**config.mk**
```make
export PLATFORM = sky130hd
export DESIGN_NAME = aes_cfb_ctrl
export DESIGN_NICKNAME = d
export VERILOG_FILES = /design/src/rtl/aes_cfb_pkg.sv /design/src/rtl/aes_cfb_ctrl.sv
export SDC_FILE = /design/constraint.sdc
export NUM_CORES = 1
export LEC_CHECK = 0
export ABC_CLOCK_PERIOD_IN_PS = 1700
export BUFFER_PORTS_ARGS = -buffer_cell sky130_fd_sc_hd__buf_2
export CAP_MARGIN = 20
export CORE_AREA = 3 3 40 42
export DETAILED_ROUTE_END_ITERATION = 10
export DIE_AREA = 0 0 43 45
export PLACE_DENSITY = 0.51
export SYNTH_ARGS = -nofsm -noshare
export SYNTH_HDL_FRONTEND = slang
export SYNTH_SLANG_ARGS = --single-unit
```
**constraint.sdc**
```tcl
create_clock -name clk -period 1.7 [get_ports clk]
set_input_delay 0.34 -clock clk [delete_from_list [all_inputs] [get_ports clk]]
set_output_delay 0.34 -clock clk [all_outputs]
set_load 0.02 [all_outputs]
```
**src/rtl/aes_cfb_pkg.sv**
```systemverilog
package aes_cfb_pkg;

  typedef enum logic [2:0] {
    ST_IDLE,
    ST_KEYX,
    ST_INIT,
    ST_ROUND,
    ST_OUT
  } aes_state_t;

  typedef struct packed {
    logic       load_in;
    logic       key_start;
    logic       key_step;
    logic       blk_init;
    logic       blk_round;
    logic       finish;
  } aes_cmd_t;

  typedef struct packed {
    logic       first;
    logic       key_last;
    logic       round_last;
  } aes_stat_t;

  localparam logic [3:0] LastRound = 4'd14;
  localparam logic [5:0] LastKeyWord = 6'd59;

  function automatic logic [7:0] sbox(input logic [7:0] x);
    logic [7:0] t [256];
    t = '{
      8'h63,8'h7c,8'h77,8'h7b,8'hf2,8'h6b,8'h6f,8'hc5,8'h30,8'h01,8'h67,8'h2b,8'hfe,8'hd7,8'hab,8'h76,
      8'hca,8'h82,8'hc9,8'h7d,8'hfa,8'h59,8'h47,8'hf0,8'had,8'hd4,8'ha2,8'haf,8'h9c,8'ha4,8'h72,8'hc0,
      8'hb7,8'hfd,8'h93,8'h26,8'h36,8'h3f,8'hf7,8'hcc,8'h34,8'ha5,8'he5,8'hf1,8'h71,8'hd8,8'h31,8'h15,
      8'h04,8'hc7,8'h23,8'hc3,8'h18,8'h96,8'h05,8'h9a,8'h07,8'h12,8'h80,8'he2,8'heb,8'h27,8'hb2,8'h75,
      8'h09,8'h83,8'h2c,8'h1a,8'h1b,8'h6e,8'h5a,8'ha0,8'h52,8'h3b,8'hd6,8'hb3,8'h29,8'he3,8'h2f,8'h84,
      8'h53,8'hd1,8'h00,8'hed,8'h20,8'hfc,8'hb1,8'h5b,8'h6a,8'hcb,8'hbe,8'h39,8'h4a,8'h4c,8'h58,8'hcf,
      8'hd0,8'hef,8'haa,8'hfb,8'h43,8'h4d,8'h33,8'h85,8'h45,8'hf9,8'h02,8'h7f,8'h50,8'h3c,8'h9f,8'ha8,
      8'h51,8'ha3,8'h40,8'h8f,8'h92,8'h9d,8'h38,8'hf5,8'hbc,8'hb6,8'hda,8'h21,8'h10,8'hff,8'hf3,8'hd2,
      8'hcd,8'h0c,8'h13,8'hec,8'h5f,8'h97,8'h44,8'h17,8'hc4,8'ha7,8'h7e,8'h3d,8'h64,8'h5d,8'h19,8'h73,
      8'h60,8'h81,8'h4f,8'hdc,8'h22,8'h2a,8'h90,8'h88,8'h46,8'hee,8'hb8,8'h14,8'hde,8'h5e,8'h0b,8'hdb,
      8'he0,8'h32,8'h3a,8'h0a,8'h49,8'h06,8'h24,8'h5c,8'hc2,8'hd3,8'hac,8'h62,8'h91,8'h95,8'he4,8'h79,
      8'he7,8'hc8,8'h37,8'h6d,8'h8d,8'hd5,8'h4e,8'ha9,8'h6c,8'h56,8'hf4,8'hea,8'h65,8'h7a,8'hae,8'h08,
      8'hba,8'h78,8'h25,8'h2e,8'h1c,8'ha6,8'hb4,8'hc6,8'he8,8'hdd,8'h74,8'h1f,8'h4b,8'hbd,8'h8b,8'h8a,
      8'h70,8'h3e,8'hb5,8'h66,8'h48,8'h03,8'hf6,8'h0e,8'h61,8'h35,8'h57,8'hb9,8'h86,8'hc1,8'h1d,8'h9e,
      8'he1,8'hf8,8'h98,8'h11,8'h69,8'hd9,8'h8e,8'h94,8'h9b,8'h1e,8'h87,8'he9,8'hce,8'h55,8'h28,8'hdf,
      8'h8c,8'ha1,8'h89,8'h0d,8'hbf,8'he6,8'h42,8'h68,8'h41,8'h99,8'h2d,8'h0f,8'hb0,8'h54,8'hbb,8'h16
    };
    return t[x];
  endfunction

  function automatic logic [31:0] sub_word(input logic [31:0] w);
    return {sbox(w[31:24]), sbox(w[23:16]), sbox(w[15:8]), sbox(w[7:0])};
  endfunction

  function automatic logic [7:0] xtime(input logic [7:0] x);
    return {x[6:0], 1'b0} ^ (x[7] ? 8'h1b : 8'h00);
  endfunction

endpackage

```
**src/rtl/aes_cfb_ctrl.sv**
```systemverilog
module aes_cfb_ctrl
  import aes_cfb_pkg::*;
(
  input  logic      clk,
  input  logic      rst,
  input  logic      in_valid,
  output logic      in_ready,
  output logic      out_valid,
  input  logic      out_ready,
  input  aes_stat_t stat,
  output aes_cmd_t  cmd
);

  aes_state_t state, state_next;

  always_ff @(posedge clk) begin
    if (rst) begin
      state <= ST_IDLE;
    end else begin
      state <= state_next;
    end
  end

  always_comb begin
    state_next = state;
    cmd = '0;
    in_ready = 1'b0;
    out_valid = 1'b0;
    unique case (state)
      ST_IDLE: begin
        in_ready = 1'b1;
        if (in_valid) begin
          cmd.load_in = 1'b1;
          state_next = ST_INIT;
        end
      end
      ST_INIT: begin
        // first word of a message expands the key before the rounds
        if (stat.first) begin
          cmd.key_start = 1'b1;
          state_next = ST_KEYX;
        end else begin
          cmd.blk_init = 1'b1;
          state_next = ST_ROUND;
        end
      end
      ST_KEYX: begin
        cmd.key_step = 1'b1;
        if (stat.key_last) begin
          cmd.blk_init = 1'b1;
          state_next = ST_ROUND;
        end
      end
      ST_ROUND: begin
        cmd.blk_round = 1'b1;
        if (stat.round_last) begin
          state_next = ST_OUT;
        end
      end
      ST_OUT: begin
        out_valid = 1'b1;
        if (out_ready) begin
          cmd.finish = 1'b1;
          state_next = ST_IDLE;
        end
      end
      default: state_next = ST_IDLE;
    endcase
  end

endmodule

```
# [Yosys cells after proc, flatten, opt, wreduce, memory -nomap -nowiden]
# Cells that the tools add are included.
[word_totals] reg_bits=3 input_bits=7 out_inout_bits=8 elab_cells=30
[op_classes] eq_ne=8 mux=19 n_reduce_logical=2
[ops] operator="$pmux W3 S5" count=1
[ops] operator="$mux W1" count=12
[ops] operator="$mux W3" count=4
[ops] operator="$ne A2 B2 Y1 const B" count=4
[ops] operator="$eq A3 B2 Y1 const B" count=2
[ops] operator="$reduce_and A4 Y1" count=1
[ops] operator="$eq A3 B1 Y1 const B" count=1
[ops] operator="$eq A3 B3 Y1 const B" count=1
[ops] operator="$logic_not A3 Y1" count=1
[ops] operator="$mux W2" count=1
[ops] operator="$pmux W1 S2" count=1

# [Logic depth before layout (Yosys ltp)]
# Gate-level depths: netlist (run 1).
[depth] ltp_word=3 mapped_depth=4 mapped_depth_nobuf=3

# [Worst setup path after synthesis (run 1)]
# Ideal clock, no wire load.
[synth_path] kind="register -> output" from="register state[1]" to="output port cmd[5] (netlist bit)" arrival_time_ps=1312 required_time_ps=1360 setup_slack_ps=48 path_stages_with_launch=4 path_buffers=1 cell_sequence="dfxtp_1 -> buf_4 -> nor3_1 -> and2_1"
[synth_lines] element="start, declared" line="aes_cfb_ctrl.sv:14" rtl="aes_state_t state, state_next;"
[synth_lines] element="start signal, assigned" line="aes_cfb_ctrl.sv:20" rtl="state <= state_next;"
[synth_lines] element="end, declared" line="aes_cfb_ctrl.sv:11" rtl="output aes_cmd_t cmd"

# [Worst setup path in the final report (run 1)]
[layout_path] from="register state[2]" to="output port out_valid"
[layout_between] elab_chain_cells=2
[layout_rtl] element="$eq A3 B3 Y1" line="aes_cfb_ctrl.sv:29" rtl="unique case (state)"
[layout_rtl] element="$mux W1" line="aes_cfb_ctrl.sv:29"
[layout_rtl] element="end, declared" line="aes_cfb_ctrl.sv:8" rtl="output logic out_valid,"
# No other way between the ends.

==> metrics.csv, run 1 <==
stage,metric,value,unit
grt,antenna_found_initial,0,
placement,placed_cells,58,
worst_setup_path,cp_max_fo,9,
worst_setup_path,timing.rr.start,state[2],
sta,setup-tns-final,0,ps
synth,ys_warn_count,0,
die,die_x,43,µm
power,p_per_area,1330,mW/mm²
placement,portBuffers,14,
power,ir_drop,0.000393,V
grt,grt_pass1_vias,240,
sta,clock.fmax,0.634,GHz
sta,rsz0062_at_grt,no,
sta,fin_ws,122,ps
worst_setup_path,ff2ff_path_depth,3,
synth,ys_types,22,
sta,drv_slew,0,
drt,viasPerCell,4.31,
die,coreArea,0.00128,mm²
worst_setup_path,worstReg2RegEnd,state[1],
synth,syn_nets,39,
final_layout,largest_reg_flops,3,
worst_setup_path,endpoint_kind,output port,
hold_path,hold_end,state[0],
clock_network,htree_levels,1,
sta,tightest_slew,305,ps
clock_network,clkSinkCount,3,
clock_network,postCtsSetupRepairBufs,0,
die,start_util,0.191,
drt,drt_wl_total,591,µm
placement,pre_cts_ws,253,ps
drt,first_pass_iters,2,
clock_network,clk_pin_slew,40,ps
final_layout,fin_cells,62,
clock_network,cts_root_buf,clkbuf_4,
die,die_area,0.00194,mm²
worst_setup_path,critPathKind,reg -> out,
synth,postSynthCellCount,32,
job,drv_cap,0,
drt,drt-initial-drc-count,2,
drt,remaining_drc_errors,0,
power,power,0.451,mW
drt,vias,267,
power,p_leak,0.171,nW
sta,relSlewSlack,0.796,
worst_setup_path,worstSetupStartpointType,flop,
final_layout,n_antenna_cell,0,
clock_network,cts_buffer_depth,2,
synth,syn_avg_cell_area,7.66,µm²
die,io_pins,15,
sta,fin_crit_sh,0.928,
clock_network,cts_buffers,3,
grt,grt.overflow.total,0,
final_layout,largest-register,state,
final_layout,layout.nets,55,
sta,skew,0.587,ps
final_layout,final_core_util,0.264,
clock_network,postCtsHoldBufs,0,
worst_setup_path,crit_arrival,1240,ps
clock_network,cts_tree,yes,
sta,period_needed,1580,ps
grt,grt_use_total,0.0707,
hold_path,worstHoldStart,rst,
final_layout,reg.largest.list,state x3,
hold_path,holdPathStages,2,
worst_setup_path,worstPathRequired,1360,ps
final_layout,drive_gt1_frac,0.426,
sta,hold_slack,308,ps
grt,grt_pass1_wl,1050,µm
synth,yosysSeqAreaShare,0.245,
die,row_count,13,
final_layout,design_area,339,µm²
placement,gp_congestion,0.731,
sta,setup_viol,0,
synth,synth_area,245,µm²
clock_network,clk_latency,230,ps
worst_setup_path,rrSetupSlack,560,ps
grt,grt_max_degree,13,
drt,drtAntennaViolNets,0,
placement,post_dp_cell_area,310,µm²
die,die_y,45,µm
drt,wl_per_cell,9.53,µm
placement,hpwl,457,µm
sta,hold_viol,0,
synth,ys_ff_latch,3,
run_status,status,finished clean,
hold_path,hold_path_class,in -> reg,
final_layout,area_growth,38.3,%
cells in the mapped netlist, drive strengths merged:
library cell | count | area (µm²)
and3 | 4 | 25.0
a21oi | 1 | 5.00
nand2b | 1 | 6.26
inv | 2 | 7.51
nor3b | 1 | 7.51
nor4 | 1 | 6.26
buf | 3 | 23.8
nor3 | 2 | 10.0
nor2 | 3 | 13.8
dfxtp | 3 | 60.1
o21ai | 1 | 5.00
a32oi | 1 | 8.76
and2 | 1 | 6.26
a31oi | 1 | 6.26
nor4b | 1 | 8.76
nand2 | 1 | 3.75
nand4 | 1 | 6.26
mux2i | 3 | 30.0
nand3 | 1 | 5.00
cells by family after synthesis:
group / Yosys count / share of synthesized area
buf+inv: 5 / 0.128
flops: 3 / 0.245
simple gates: 17 / 0.403
compound gates: 4 / 0.102
mux: 3 / 0.122
worst max path at each step:
| stage | from | depth (start not counted) | end |
|---|---|---|---|
| final | state[2] | 3 | out_valid |
| after global routing | state[1] | 3 | cmd[4] |
| after CTS | state[2] | 3 | out_valid |
| after detailed placement | state[1] | 3 | cmd[4] |
| after global placement | state[1] | 3 | cmd[4] |
| after floorplan | state[1] | 3 | cmd[5] |
area by class of cell:
class	count	area, µm²
fillers	151	946
clock buffers	4	26.3
inverters	2	7.51
well taps	15	18.8
flip-flops and latches	3	62.6
repair buffers	14	70.1
multi-input cells	24	154
worst max-delay path, cell delays in order (launching register included):
cell and delay (ps):
dfxtp_1 490, inv_1 150, nor3_1 190, buf_2 190
power by group:
| group | total [mW] | switching (mW) | internal, mW |
|---|---|---|---|
| registers | 0.135 | 0.0442 | 0.0908 |
| clock network | 0.122 | 0.0345 | 0.0878 |
| logic | 0.194 | 0.113 | 0.0811 |
| total | 0.451 | 0.192 | 0.260 |
repair_timing:
item / 4_1_cts / 5_1_grt
setup endpoints to repair: 1 / 1
gates resized for setup: 1 / 1
pin swaps: 0 / 0
metal layers:
layer | routed length [µm] | global-route usage | vias to the layer above | share of wire
met5 | 0 | 0 | - | 0
met4 | 0 | 0.0361 | 0 | 0
met3 | 54 | 0.0239 | 0 | 0.091
met2 | 209 | 0.0838 | 11 | 0.35
met1 | 327 | 0.108 | 110 | 0.55
li1 | - | - | 146 | -
cells in the final DEF (no fill, tap or decap), types with 2 or more instances in the layout:
| cell type | instances |
|---|---|
| and3_1 | 4 |
| buf_2 | 14 |
| clkbuf_4 | 3 |
| dfxtp_2 | 2 |
| inv_1 | 2 |
| mux2i_1 | 3 |
| nor2_1 | 2 |
| nor3_1 | 2 |
Power figures use the tool's default switching activity.
==> run 2: changes to the inputs <==
- BUFFER_PORTS_ARGS: -buffer_cell sky130_fd_sc_hd__buf_2 -> -buffer_cell sky130_fd_sc_hd__buf_4
==> metrics.csv, run 2 (synthesis gave the netlist of run 1 again) <==
stage,metric,value,unit,change
worst_setup_path,crit_arrival,1230,ps,about the same
placement,hpwl,466,µm,+1.9%
placement,gp_congestion,0.685,,-6.2%
grt,grt_pass1_vias,287,,+20%
clock_network,cts_root_buf,clkbuf_4,,
die,die_area,0.00194,mm²,unchanged
grt,grt_max_degree,13,,unchanged
worst_setup_path,timing.rr.start,state[0],,
clock_network,cts_buffers,3,,unchanged
final_layout,layout.nets,55,,unchanged
final_layout,fin_cells,62,,unchanged
clock_network,postCtsSetupRepairBufs,0,,unchanged
final_layout,multiInputGateArea,154,µm²,unchanged
clock_network,clk_latency,230,ps,about the same
power,p_clk_frac,0.265,,-0.006
worst_setup_path,worstPathRequired,1360,ps,about the same
power,p_sw,0.200,mW,+4.2%
power,ir_drop,0.000318,V,-19%
sta,clock.fmax,0.637,GHz,+0.46%
worst_setup_path,ff2ff_path_depth,3,,unchanged
power,intPower,0.284,mW,+9.4%
final_layout,largest_reg_flops,3,,unchanged
drt,drt_wl_total,625,µm,+5.8%
power,pwr-share-seq,0.277,,-0.022
worst_setup_path,cp_max_fo,11,,+2
sta,setup_viol,0,,unchanged
drt,first_pass_iters,4,,+2
hold_path,hold_path_class,in -> reg,,
placement,pre_cts_ws,247,ps,-5.47 ps
sta,fin_ws,129,ps,+7.16 ps
power,p_leak,0.178,nW,+4.1%
power,p_per_area,1290,mW/mm²,-2.8%
sta,setup-tns-final,0,ps,unchanged
drt,wl_per_cell,10.1,µm,+5.8%
die,die_y,45,µm,unchanged
power,netSwitchingFraction,0.413,,-0.0119
die,die_x,43,µm,unchanged
sta,relSlewSlack,0.751,,-0.0452
job,drv_cap,0,,unchanged
clock_network,clk_pin_slew,40,ps,about the same
clock_network,cts_tree,yes,,
clock_network,clkSinkCount,3,,unchanged
worst_setup_path,critPathKind,reg -> out,,
final_layout,reg.largest.list,state x3,,
sta,period_needed,1570,ps,-7.16 ps
drt,remaining_drc_errors,0,,unchanged
power,p_comb_frac,0.458,,+0.028
final_layout,n_antenna_cell,0,,unchanged
sta,fin_crit_sh,0.924,,-0.00421
hold_path,holdPathStages,2,,unchanged
grt,grt_pass1_wl,1080,µm,+3.3%
worst_setup_path,worstReg2RegEnd,state[1],,
final_layout,largest-register,state,,
drt,vias,279,,+4.5%
worst_setup_path,rrSetupSlack,590,ps,+30 ps
placement,portBuffers,14,,unchanged
clock_network,postCtsHoldBufs,0,,unchanged
worst_setup_path,worstSetupStartpointType,flop,,
final_layout,drive_gt1_frac,0.426,,unchanged
final_layout,final_common_cell,buf_4,,
sta,tightest_slew,373,ps,+67.7 ps
sta,hold_viol,0,,unchanged
hold_path,hold_end,state[2],,
grt,grt_use_total,0.0757,,+0.00505
clock_network,cts_resized,1,,unchanged
drt,viasPerCell,4.50,,+4.5%
die,io_pins,15,,unchanged
die,coreArea,0.00128,mm²,unchanged
die,row_count,13,,unchanged
hold_path,worstHoldStart,rst,,
run_status,status,finished clean,,
final_layout,filler_cell_count,144,,-4.6%
placement,placed_cells,58,,unchanged
final_layout,final_cell_mix,"buf_4 (14), and3_1 (4), mux2i_1 (3), clkbuf_4 (3)",,
drt,drt-initial-drc-count,6,,+4
sta,skew,0.700,ps,+0.113 ps
sta,rsz0062_at_grt,no,,
grt,antenna_found_initial,0,,unchanged
die,start_util,0.191,,unchanged
final_layout,area_growth,52.6,%,
final_layout,seq_area,62.6,µm²,unchanged
clock_network,htree_levels,1,,unchanged
drt,drtAntennaViolNets,0,,unchanged
sta,drv_slew,0,,unchanged
grt,grt.overflow.total,0,,unchanged
clock_network,cts_buffer_depth,2,,unchanged
worst_setup_path,endpoint_kind,output port,,
## run 2: cell counts in the layout (fill, tap and decap cells not counted)
Identical to the previous run, type by type.
## run 2: worst max-delay path by stage
stage          startpoint   endpoint  slack (ps)  cells past startpoint
2_1_floorplan    state[1]     cmd[5]          50                      3
3_3_place_gp     state[1]     cmd[4]         250                      3
3_5_place_dp     state[1]     cmd[4]         250                      3
4_1_cts          state[2]  out_valid         100                      3
5_1_grt          state[1]     cmd[4]          20                      3
6_report         state[1]     cmd[4]         130                      3
## run 2: area by class of cell
type	instances	area share
Sequential cell	3	0.167
Clock buffer	4	0.0702
Inverter	2	0.0201
Multi-Input combinational cell	24	0.411
Timing Repair Buffer	14	0.281
Tap cell	15	0.0502
## run 2: stage by stage
step                total power [mW]  cell area (µm²)  hold slack, ps  utilization
finish                         0.484              374             276        0.291
global route                   0.524              374             271        0.291
CTS                            0.493              373             275        0.290
detailed placement             0.357              345             526        0.269
global placement               0.356              345             532        0.269
floorplan                      0.281              245             409            -
## run 2: worst max-delay path, cell delays in order (launching register included)
cell,delay [ps]
dfxtp_2,420
inv_1,100
nor4b_1,290
buf_4,190
## run 2: power groups by stage
| stage | combinational, mW | sequential [mW] | clock [mW] |
|---|---|---|---|
| global placement | 0.224 | 0.132 | 0 |
| global route | 0.243 | 0.142 | 0.139 |
| detailed placement | 0.224 | 0.133 | 0 |
| floorplan | 0.183 | 0.0976 | 0 |
| CTS | 0.224 | 0.133 | 0.136 |
| finish | 0.222 | 0.134 | 0.128 |
## run 2: routing by layer
layer	global-route usage	routed length (µm)
met1	0.0938	333
met2	0.105	227
met3	0.0319	57
met4	0.0542	6
met5	0	0
==> run 3: changes to the inputs <==
- CTS_BUF_LIST: default -> sky130_fd_sc_hd__clkbuf_16
- CTS_CLUSTER_DIAMETER: default -> 40
==> metrics.csv, run 3 (synthesis gave the netlist of run 1 again) <==
stage,metric,value,unit,change
run_status,status,finished clean,,
final_layout,n_antenna_cell,0,,unchanged
die,die_x,43,µm,unchanged
die,die_area,0.00194,mm²,unchanged
clock_network,htree_levels,1,,unchanged
worst_setup_path,endpoint_kind,output port,,
worst_setup_path,timing.rr.start,state[0],,
worst_setup_path,critPathKind,reg -> out,,
worst_setup_path,worstPathRequired,1360,ps,about the same
drt,drtAntennaViolNets,0,,unchanged
worst_setup_path,ff2ff_path_depth,3,,unchanged
final_layout,filler_cell_count,140,,-2.8%
clock_network,clk_latency,220,ps,about the same
die,die_y,45,µm,unchanged
hold_path,holdPathStages,2,,unchanged
worst_setup_path,crit_chain,"inv_1, nor4b_1, buf_4",,
worst_setup_path,crit_slowest_cell,dfxtp_2,,
placement,placed_cells,58,,unchanged
drt,wl_per_cell,10.5,µm,+3.8%
clock_network,postCtsSetupRepairBufs,0,,unchanged
drt,remaining_drc_errors,0,,unchanged
clock_network,postCtsHoldBufs,0,,unchanged
die,start_util,0.191,,unchanged
grt,grt_pass1_wl,1090,µm,+0.65%
clock_network,cts_buffers,3,,unchanged
sta,tightest_slew,378,ps,+5.20 ps
worst_setup_path,worstSetupStartpointType,flop,,
sta,setup_viol,0,,unchanged
sta,fin_crit_sh,0.918,,-0.00611
clock_network,cts_root_buf,clkbuf_16,,
clock_network,cts_tree,yes,,
placement,hpwl,466,µm,unchanged
final_layout,largest_reg_flops,3,,unchanged
final_layout,seq_area,62.6,µm²,unchanged
final_layout,layout.nets,55,,unchanged
job,drv_cap,0,,unchanged
final_layout,drive_gt1_frac,0.426,,unchanged
sta,hold_viol,0,,unchanged
final_layout,fin_cells,62,,unchanged
hold_path,hold_end,state[2],,
grt,grt_max_degree,13,,unchanged
worst_setup_path,rrSetupSlack,570,ps,-20 ps
sta,period_needed,1560,ps,-10.4 ps
drt,drt-initial-drc-count,2,,-4
sta,rsz0062_at_grt,no,,
drt,first_pass_iters,2,,-2
final_layout,final_common_cell,buf_4,,
clock_network,cts_buffer_depth,2,,unchanged
grt,grt_pass1_vias,284,,-1.0%
sta,drv_slew,0,,unchanged
die,io_pins,15,,unchanged
grt,grt_use_total,0.0765,,+0.000832
die,coreArea,0.00128,mm²,unchanged
worst_setup_path,max_stage_delay,420,ps,about the same
clock_network,clk_pin_slew,30,ps,about the same
grt,grt.overflow.total,0,,unchanged
power,p_leak,0.205,nW,+15%
worst_setup_path,crit_arrival,1220,ps,about the same
sta,skew,0.175,ps,-0.525 ps
power,p_per_area,1700,mW/mm²,+31%
worst_setup_path,worstReg2RegEnd,state[1],,
grt,antenna_found_initial,0,,unchanged
final_layout,final_cell_mix,"buf_4 (14), and3_1 (4), inv_1 (3), mux2i_1 (3), clkbuf_16 (3)",,
clock_network,clkSinkCount,3,,unchanged
sta,setup-tns-final,0,ps,unchanged
die,row_count,13,,unchanged
placement,gp_congestion,0.685,,unchanged
drt,drt_wl_total,649,µm,+3.8%
sta,clock.fmax,0.641,GHz,+0.67%
hold_path,hold_path_class,in -> reg,,
power,ir_drop,0.000551,V,+73%
final_layout,largest-register,state,,
placement,portBuffers,14,,unchanged
sta,relSlewSlack,0.748,,-0.00347
final_layout,area_growth,74.0,%,
worst_setup_path,cp_max_fo,11,,unchanged
drt,viasPerCell,4.44,,-1.4%
final_layout,reg.largest.list,state x3,,
final_layout,multiInputGateArea,154,µm²,unchanged
hold_path,worstHoldStart,rst,,
drt,vias,275,,-1.4%
## run 3: changes by cell type in the layout (fill, tap and decap cells not counted), sizes merged
cell    delta
inv        +1
clkbuf     -1
## run 3: layer usage
| layer | GRT usage | part of all wire | vias up |
|---|---|---|---|
| li1 | - | - | 145 |
| met1 | 0.0962 | 0.51 | 115 |
| met2 | 0.105 | 0.38 | 13 |
| met3 | 0.0319 | 0.096 | 2 |
| met4 | 0.0542 | 0.012 | 0 |
| met5 | 0 | 0 | - |
## run 3: worst max-delay path by stage
stage,from,to,slack (ps)
4_1_cts,state[2],out_valid,120
3_3_place_gp,state[1],cmd[4],250
6_report,state[1],cmd[4],140
3_5_place_dp,state[1],cmd[4],250
2_1_floorplan,state[1],cmd[5],50
5_1_grt,state[1],cmd[4],40
## run 3: what timing repair did
action / in CTS / in global routing
resized for setup: 1 / 1
setup endpoints to repair: 1 / 1
cloned: 0 / 0
## run 3: metrics by stage
stage | instance area, µm² | power (mW) | hold slack [ps] | utilization | setup slack (ps)
after floorplan | 245 | 0.281 | 409 | - | 47.5
after global placement | 345 | 0.356 | 532 | 0.269 | 255
after detailed placement | 345 | 0.357 | 526 | 0.269 | 247
after CTS | 425 | 0.734 | 294 | 0.331 | 116
after global routing | 427 | 0.765 | 290 | 0.332 | 38.4
final | 427 | 0.724 | 289 | 0.332 | 140
## run 3: area by class of cell
| cell class | count | share of cell area |
|---|---|---|
| clock buffer | 3 | 0.176 |
| tap | 15 | 0.0440 |
| timing repair buffer | 14 | 0.246 |
| sequential | 3 | 0.147 |
| clock inverter | 1 | 0.00880 |
| multi-input combinational | 24 | 0.361 |
| inverter | 2 | 0.0176 |
## run 3: worst max-delay path: cells and delay by family, from the launching register on
family        cells  cell delay, ps
flops             1             420
buf+inv           2             290
simple gates      1             290
## run 3: power breakdown
| part | internal, mW | switching, mW |
|---|---|---|
| registers | 0.0896 | 0.0454 |
| logic | 0.107 | 0.115 |
| clock network | 0.303 | 0.0641 |
| total | 0.499 | 0.225 |
